**config.mk**
```make
export PLATFORM = sky130hd
export DESIGN_NAME = sorted_key_value_table_top
export DESIGN_NICKNAME = d
export VERILOG_FILES = /design/src/hw/rtl/skvt_pkg.sv /design/src/hw/rtl/skvt_ram.sv /design/src/hw/rtl/sorted_key_value_table_top.sv
export SDC_FILE = /design/constraint.sdc
export NUM_CORES = 2
export LEC_CHECK = 0
export BUFFER_PORTS_ARGS = -buffer_cell sky130_fd_sc_hd__buf_2
export CAP_MARGIN = 40
export CORE_ASPECT_RATIO = 1.2
export CORE_MARGIN = 1
export CORE_UTILIZATION = 40
export DETAILED_ROUTE_END_ITERATION = 8
export GPL_TIMING_DRIVEN = 0
export PLACE_DENSITY = 0.63
export SYNTH_ARGS = -nofsm -noshare
export SYNTH_HDL_FRONTEND = slang
export SYNTH_SLANG_ARGS = --single-unit
export TNS_END_PERCENT = 10
```
**constraint.sdc**
```tcl
create_clock -name clk -period 8.7 [get_ports clk]
set_input_delay 1.305 -clock clk [delete_from_list [all_inputs] [get_ports clk]]
set_output_delay 1.305 -clock clk [all_outputs]
set_load 0.01 [all_outputs]
```
**src/hw/rtl/skvt_pkg.sv**
```systemverilog
package skvt_pkg;

  localparam int DEFAULT_DEPTH = 64;
  localparam int KEY_W = 16;
  localparam int VAL_W = 32;
  localparam int CMD_W = 2;
  localparam int STATUS_W = 2;
  localparam int COUNT_OUT_W = 7;

  localparam logic [CMD_W-1:0] CMD_ADD = 2'd0;
  localparam logic [CMD_W-1:0] CMD_UPDATE = 2'd1;
  localparam logic [CMD_W-1:0] CMD_CLEAR = 2'd2;

  localparam logic [STATUS_W-1:0] ST_OK = 2'd0;
  localparam logic [STATUS_W-1:0] ST_FAIL = 2'd1;
  localparam logic [STATUS_W-1:0] ST_FULL = 2'd2;

  typedef enum logic [2:0] {
    S_IDLE,
    S_SEARCH,
    S_PROBE,
    S_DISPATCH,
    S_SHIFT_UP,
    S_SHIFT_DOWN,
    S_RESP
  } skvt_state_t;

endpackage

```
**src/hw/rtl/skvt_ram.sv**
```systemverilog
module skvt_ram #(
  parameter int WIDTH = 48,
  parameter int DEPTH = 64
) (
  input  logic                     clk,
  input  logic                     we,
  input  logic [$clog2(DEPTH)-1:0] waddr,
  input  logic [WIDTH-1:0]         wdata,
  input  logic [$clog2(DEPTH)-1:0] raddr,
  output logic [WIDTH-1:0]         rdata
);

  logic [WIDTH-1:0] mem [DEPTH];

  always_ff @(posedge clk) begin
    if (we) begin
      mem[waddr] <= wdata;
    end
    rdata <= mem[raddr];
  end

endmodule

```
**src/hw/rtl/sorted_key_value_table_top.sv**
```systemverilog
// Sequence: take the word, binary-search the sorted keys (each probe reads the
//   RAM, then compares), dispatch the command, shift entries up for an add or
//   down for a delete, then load the result.
// Throughput: one command at a time; shifting moves one entry per cycle,
//   limited by the single read and single write port of the entry RAM.
// Reset: the entry count clears, so the table is empty; RAM stays undefined.
module sorted_key_value_table_top #(
  parameter int TABLE_DEPTH = skvt_pkg::DEFAULT_DEPTH
) (
  input  logic                                clk,
  input  logic                                rst,
  input  logic                                in_valid,
  output logic                                in_stall,
  input  logic [skvt_pkg::CMD_W-1:0]          command,
  input  logic [skvt_pkg::KEY_W-1:0]          year_key,
  input  logic signed [skvt_pkg::VAL_W-1:0]   entry_value,
  output logic                                out_valid,
  input  logic                                out_stall,
  output logic [skvt_pkg::STATUS_W-1:0]       status,
  output logic [skvt_pkg::COUNT_OUT_W-1:0]    entry_count
);

  import skvt_pkg::*;

  localparam int AW = $clog2(TABLE_DEPTH);
  localparam int CW = $clog2(TABLE_DEPTH + 1);
  localparam int EW = KEY_W + VAL_W;

  skvt_state_t state, state_next;

  logic [CMD_W-1:0]    cmd_r, cmd_r_next;
  logic [KEY_W-1:0]    key_r, key_r_next;
  logic [VAL_W-1:0]    val_r, val_r_next;
  logic [CW-1:0]       count, count_next;
  logic [CW-1:0]       lo, lo_next;
  logic [CW-1:0]       hi, hi_next;
  logic                hit, hit_next;
  logic [CW-1:0]       cur, cur_next;
  logic [AW-1:0]       wa, wa_next;
  logic                wr_pend, wr_pend_next;
  logic [STATUS_W-1:0] res_status, res_status_next;
  logic                out_valid_next;
  logic [STATUS_W-1:0] status_next;
  logic [COUNT_OUT_W-1:0] entry_count_next;

  logic [CW:0]         mid_sum;
  logic [CW-1:0]       mid;
  logic [CW-1:0]       cur_dec;
  logic [CW-1:0]       cur_inc;
  logic [CW+COUNT_OUT_W-1:0] count_ext;

  logic          ram_we;
  logic [AW-1:0] ram_waddr;
  logic [EW-1:0] ram_wdata;
  logic [AW-1:0] ram_raddr;
  logic [EW-1:0] ram_rdata;
  logic [KEY_W-1:0] rd_key;

  skvt_ram #(
    .WIDTH(EW),
    .DEPTH(TABLE_DEPTH)
  ) u_entry_ram (
    .clk  (clk),
    .we   (ram_we),
    .waddr(ram_waddr),
    .wdata(ram_wdata),
    .raddr(ram_raddr),
    .rdata(ram_rdata)
  );

  assign rd_key    = ram_rdata[EW-1:VAL_W];
  assign mid_sum   = {1'b0, lo} + {1'b0, hi};
  assign mid       = mid_sum[CW:1];
  assign cur_dec   = cur - CW'(1);
  assign cur_inc   = cur + CW'(1);
  assign count_ext = (CW + COUNT_OUT_W)'(count);
  assign in_stall  = (state != S_IDLE);

  always_ff @(posedge clk) begin
    if (rst) begin
      state     <= S_IDLE;
      count     <= '0;
      out_valid <= 1'b0;
      wr_pend   <= 1'b0;
    end else begin
      state     <= state_next;
      count     <= count_next;
      out_valid <= out_valid_next;
      wr_pend   <= wr_pend_next;
    end
    cmd_r       <= cmd_r_next;
    key_r       <= key_r_next;
    val_r       <= val_r_next;
    lo          <= lo_next;
    hi          <= hi_next;
    hit         <= hit_next;
    cur         <= cur_next;
    wa          <= wa_next;
    res_status  <= res_status_next;
    status      <= status_next;
    entry_count <= entry_count_next;
  end

  always_comb begin
    state_next       = state;
    cmd_r_next       = cmd_r;
    key_r_next       = key_r;
    val_r_next       = val_r;
    count_next       = count;
    lo_next          = lo;
    hi_next          = hi;
    hit_next         = hit;
    cur_next         = cur;
    wa_next          = wa;
    wr_pend_next     = wr_pend;
    res_status_next  = res_status;
    out_valid_next   = out_valid && out_stall;
    status_next      = status;
    entry_count_next = entry_count;
    ram_we           = 1'b0;
    ram_waddr        = wa;
    ram_wdata        = ram_rdata;
    ram_raddr        = mid[AW-1:0];

    case (state)
      S_IDLE: begin
        if (in_valid) begin
          cmd_r_next = command;
          key_r_next = year_key;
          val_r_next = entry_value;
          lo_next    = '0;
          hi_next    = count;
          hit_next   = 1'b0;
          state_next = S_SEARCH;
        end
      end
      S_SEARCH: begin
        if (lo < hi) begin
          state_next = S_PROBE;
        end else begin
          state_next = S_DISPATCH;
        end
      end
      S_PROBE: begin
        if (rd_key < key_r) begin
          lo_next = mid + CW'(1);
        end else begin
          hi_next = mid;
        end
        if (rd_key == key_r) begin
          hit_next = 1'b1;
        end
        state_next = S_SEARCH;
      end
      S_DISPATCH: begin
        state_next      = S_RESP;
        res_status_next = ST_FAIL;
        case (cmd_r)
          CMD_ADD: begin
            if (hit) begin
              res_status_next = ST_FAIL;
            end else if (count >= CW'(TABLE_DEPTH)) begin
              res_status_next = ST_FULL;
            end else begin
              cur_next     = count;
              wr_pend_next = 1'b0;
              state_next   = S_SHIFT_UP;
            end
          end
          CMD_UPDATE: begin
            if (!hit) begin
              res_status_next = ST_FAIL;
            end else if (val_r[VAL_W-1]) begin
              cur_next     = lo + CW'(1);
              wr_pend_next = 1'b0;
              state_next   = S_SHIFT_DOWN;
            end else begin
              ram_we          = 1'b1;
              ram_waddr       = lo[AW-1:0];
              ram_wdata       = {key_r, val_r};
              res_status_next = ST_OK;
            end
          end
          CMD_CLEAR: begin
            count_next      = '0;
            res_status_next = ST_OK;
          end
          default: begin
            res_status_next = ST_FAIL;
          end
        endcase
      end
      S_SHIFT_UP: begin
        ram_we = wr_pend;
        if (cur > lo) begin
          ram_raddr    = cur_dec[AW-1:0];
          wa_next      = cur[AW-1:0];
          wr_pend_next = 1'b1;
          cur_next     = cur_dec;
        end else if (!wr_pend) begin
          ram_we          = 1'b1;
          ram_waddr       = lo[AW-1:0];
          ram_wdata       = {key_r, val_r};
          count_next      = count + CW'(1);
          res_status_next = ST_OK;
          state_next      = S_RESP;
        end else begin
          wr_pend_next = 1'b0;
        end
      end
      S_SHIFT_DOWN: begin
        ram_we = wr_pend;
        if (cur < count) begin
          ram_raddr    = cur[AW-1:0];
          wa_next      = cur_dec[AW-1:0];
          wr_pend_next = 1'b1;
          cur_next     = cur_inc;
        end else if (!wr_pend) begin
          count_next      = count - CW'(1);
          res_status_next = ST_OK;
          state_next      = S_RESP;
        end else begin
          wr_pend_next = 1'b0;
        end
      end
      S_RESP: begin
        if (!out_valid || !out_stall) begin
          out_valid_next   = 1'b1;
          status_next      = res_status;
          entry_count_next = count_ext[COUNT_OUT_W-1:0];
          state_next       = S_IDLE;
        end
      end
      default: begin
        state_next = S_IDLE;
      end
    endcase
  end

endmodule

```
==> out/qor.csv <==
stage;metric;value;unit
timing;Slew Viols, Final;0;
finish;commonest non-fill, non-tap cell in the layout;edfxtp_1;
logic_synthesis;Avg Cell Area, Syn;13.9;sq um
clock_network;post-CTS setup buffers;0;
detailed_routing;final antenna-violating net count;0;
logic_synthesis;Seq/Total Area, Yosys;72.6;%
setup_path;Critical Path End Type;flip-flop;
timing;Tcrit/Tclk final;63.4;%
logic_synthesis;number of library cell types mapped by synthesis;82;
logic_synthesis;Yosys top cell by area;edfxtp_1;
detailed_routing;Pre-antenna DRT Iters;7;
setup_path;WS Path Type;reg -> reg;
timing;RSZ-0062 raised after global routing;false;
logic_synthesis;cell area after synthesis;45500;sq um
logic_synthesis;Main synth FF type;edfxtp_1;
setup_path;kind of start point of the critical path;flip-flop;
logic_synthesis;Post-synth ARST share;0;%
timing;Fin. Hold Viols;0;
global_routing;GRT Total Usage;21.7;%
placement;Final Wtd Congestion;0.935;
finish;fin util;47.0;%
setup_path;Data arrival, critical path;6120;ps
detailed_routing;DR vias;28547;
detailed_routing;Vias/cell;5.57;
global_routing;number of antenna violations at the first check in global routing;3;
global_routing;GRT overflow;0;
clock_network;CTS Buffer Depth;3;
clock_network;H-tree Lvls;3;
clock_network;clock sink total;1110;
global_routing;global-route wire length before repair;183000;um
finish;nets;3641;
clock_network;Clock Tree Root;clkbuf_16;
floorplan;IO Pins;65;
floorplan;FP Rows;135;
floorplan;core area;113000;sq um
global_routing;largest net degree at the start of global routing;44;
timing;worst-case hold slack;428;ps
clock_network;Num CTS Buffers;103;
logic_synthesis;#FFs+latches synth;1110;
timing;Fin Clk Skew;52.8;ps
timing;worst slew pin tran;1050;ps
floorplan;Starting Density;40.4;%
clock_network;Clk pin slew, worst setup/hold paths;70;ps
clock_network;hold_buf cts;0;
finish;Layout Area Growth over Synthesis;16.4;%
timing;post-layout min period;5520;ps
finish;diode count;0;
finish;leading cell types in the layout, fill and taps excluded;edfxtp_1, nand2_1, nand3_1, mux2i_1, buf_2;
clock_network;post-cts sizing count;0;
detailed_routing;drt drc;0;
job;max cap viols;0;
setup_path;critical path peak fanout;10;
floorplan;die footprint;115000;sq um
global_routing;vias in the first global route;27768;
placement;Place WS;3260;ps
timing;setup tns final;0;ps
logic_synthesis;Post-synth EDFFs;1082;
timing;Worst slew margin;29.9;%
logic_synthesis;gate count of the mapped netlist;3274;
detailed_routing;wire per inst;24.4;um
floorplan;die width;310;um
hold_path;Hold Path Class;reg -> reg;
timing;FMAX;181;MHz
outcome;outcome;complete, no violations;
floorplan;die height;372;um
placement;post-DP HPWL;89300;um
timing;final setup fails;0;
placement;port buffer count;33;
logic_synthesis;Synth Warn #;0;
clock_network;TritonCTS clock tree;done;
logic_synthesis;Net Count, Synth;3381;
timing;min setup slack post-route;3180;ps
finish;share of post-route cells with drive strength above 1;14.0;%
setup_path;required time worst endpoint;9310;ps
logic_synthesis;top cell type's share of synthesized area;71.3;%
detailed_routing;initial DRC count;2891;
logic_synthesis;Area contributors post-synth;edfxtp_1, nand2_1, mux2i_1, nand3_1, a32oi_1;
clock_network;Worst-Skew Late Latency;730;ps
detailed_routing;Total Wirelength;125000;um
flip-flops by register name, indices dropped and copies added, names as in the netlist:
name               flops
wa                     6
hit                    1
u_entry_ram.mem     1024
count                  7
cmd_r                  2
status                 2
key_r                 16
res_status             2
out_valid              1
lo                     7
cur                    7
u_entry_ram.rdata     16
val_r                  1
wr_pend                1
entry_count            7
state                  3
hi                     7
metrics by stage:
stage	cells	cell area [sq um]
after global routing	5126	53000
final	5126	53000
after floorplan	3274	45500
after detailed placement	4933	49600
after global placement	4814	47600
after CTS	5123	53000
Yosys cell counts (all sizes together), types with 22 or more instances:
cell type and n:
a21oi 82, a31oi 49, a32oi 78, buf 108, clkbuf 73, dfxtp 28
edfxtp 1082, ha 51, inv 51, mux2i 171, nand2 704, nand3 247
nand4 27, nor2 143, o21ai 89, xnor2 22
final timing paths:
path	endpoint	depth (start not counted)	slack, ps	from
min	status[1]	0	430	res_status[1]
max reg2reg	u_entry_ram.rdata[38]	14	3180	lo[4]
max	u_entry_ram.rdata[38]	14	3180	lo[4]
min reg2reg	status[1]	0	430	res_status[1]
layout make-up:
| cell class | count | area, sq um |
|---|---|---|
| clock buffer | 121 | 2730 |
| clock inverter | 69 | 672 |
| timing repair buffer | 155 | 1890 |
| buffer | 181 | 897 |
| fill | 9722 | 59800 |
| inverter | 51 | 194 |
| tap | 1507 | 1890 |
| multi-input combinational | 1932 | 11700 |
| sequential | 1110 | 33100 |
critical path, stage by stage, from the launching register on:
cell and delay [ps]:
edfxtp_1 530, inv_1 210, ha_1 350, and4_4 280, a21boi_2 260, o311a_1 270
o21ai_4 170, a221oi_2 910, nand3_1 610, clkbuf_1 350, a2111oi_0 590, buf_2 270
nor4_1 60, clkdlybuf4s18_2 300, and3_1 210
metal layers:
metal / wire length (um) / share of wire (%) / vias to the layer above / GRT usage (%)
li1: - / - / 12845 / -
met3: 9500 / 7.6 / 263 / 3.64
met2: 60900 / 49 / 1260 / 36.1
met5: 0 / 0 / - / 0
met1: 49000 / 39 / 14179 / 27.6
met4: 5870 / 4.7 / 0 / 10.3
kinds of logic after synthesis:
group           synth area share [%]
simple gates                    11.5
buf+inv                         2.40
flops                           72.6
mux                             4.60
xor+xnor                       0.593
fa+ha+maj                       1.49
compound gates                  6.83
Power is left out: the tool's default activity adds up to more than one toggle a clock period on the data nets, which glitch-free logic cannot reach.
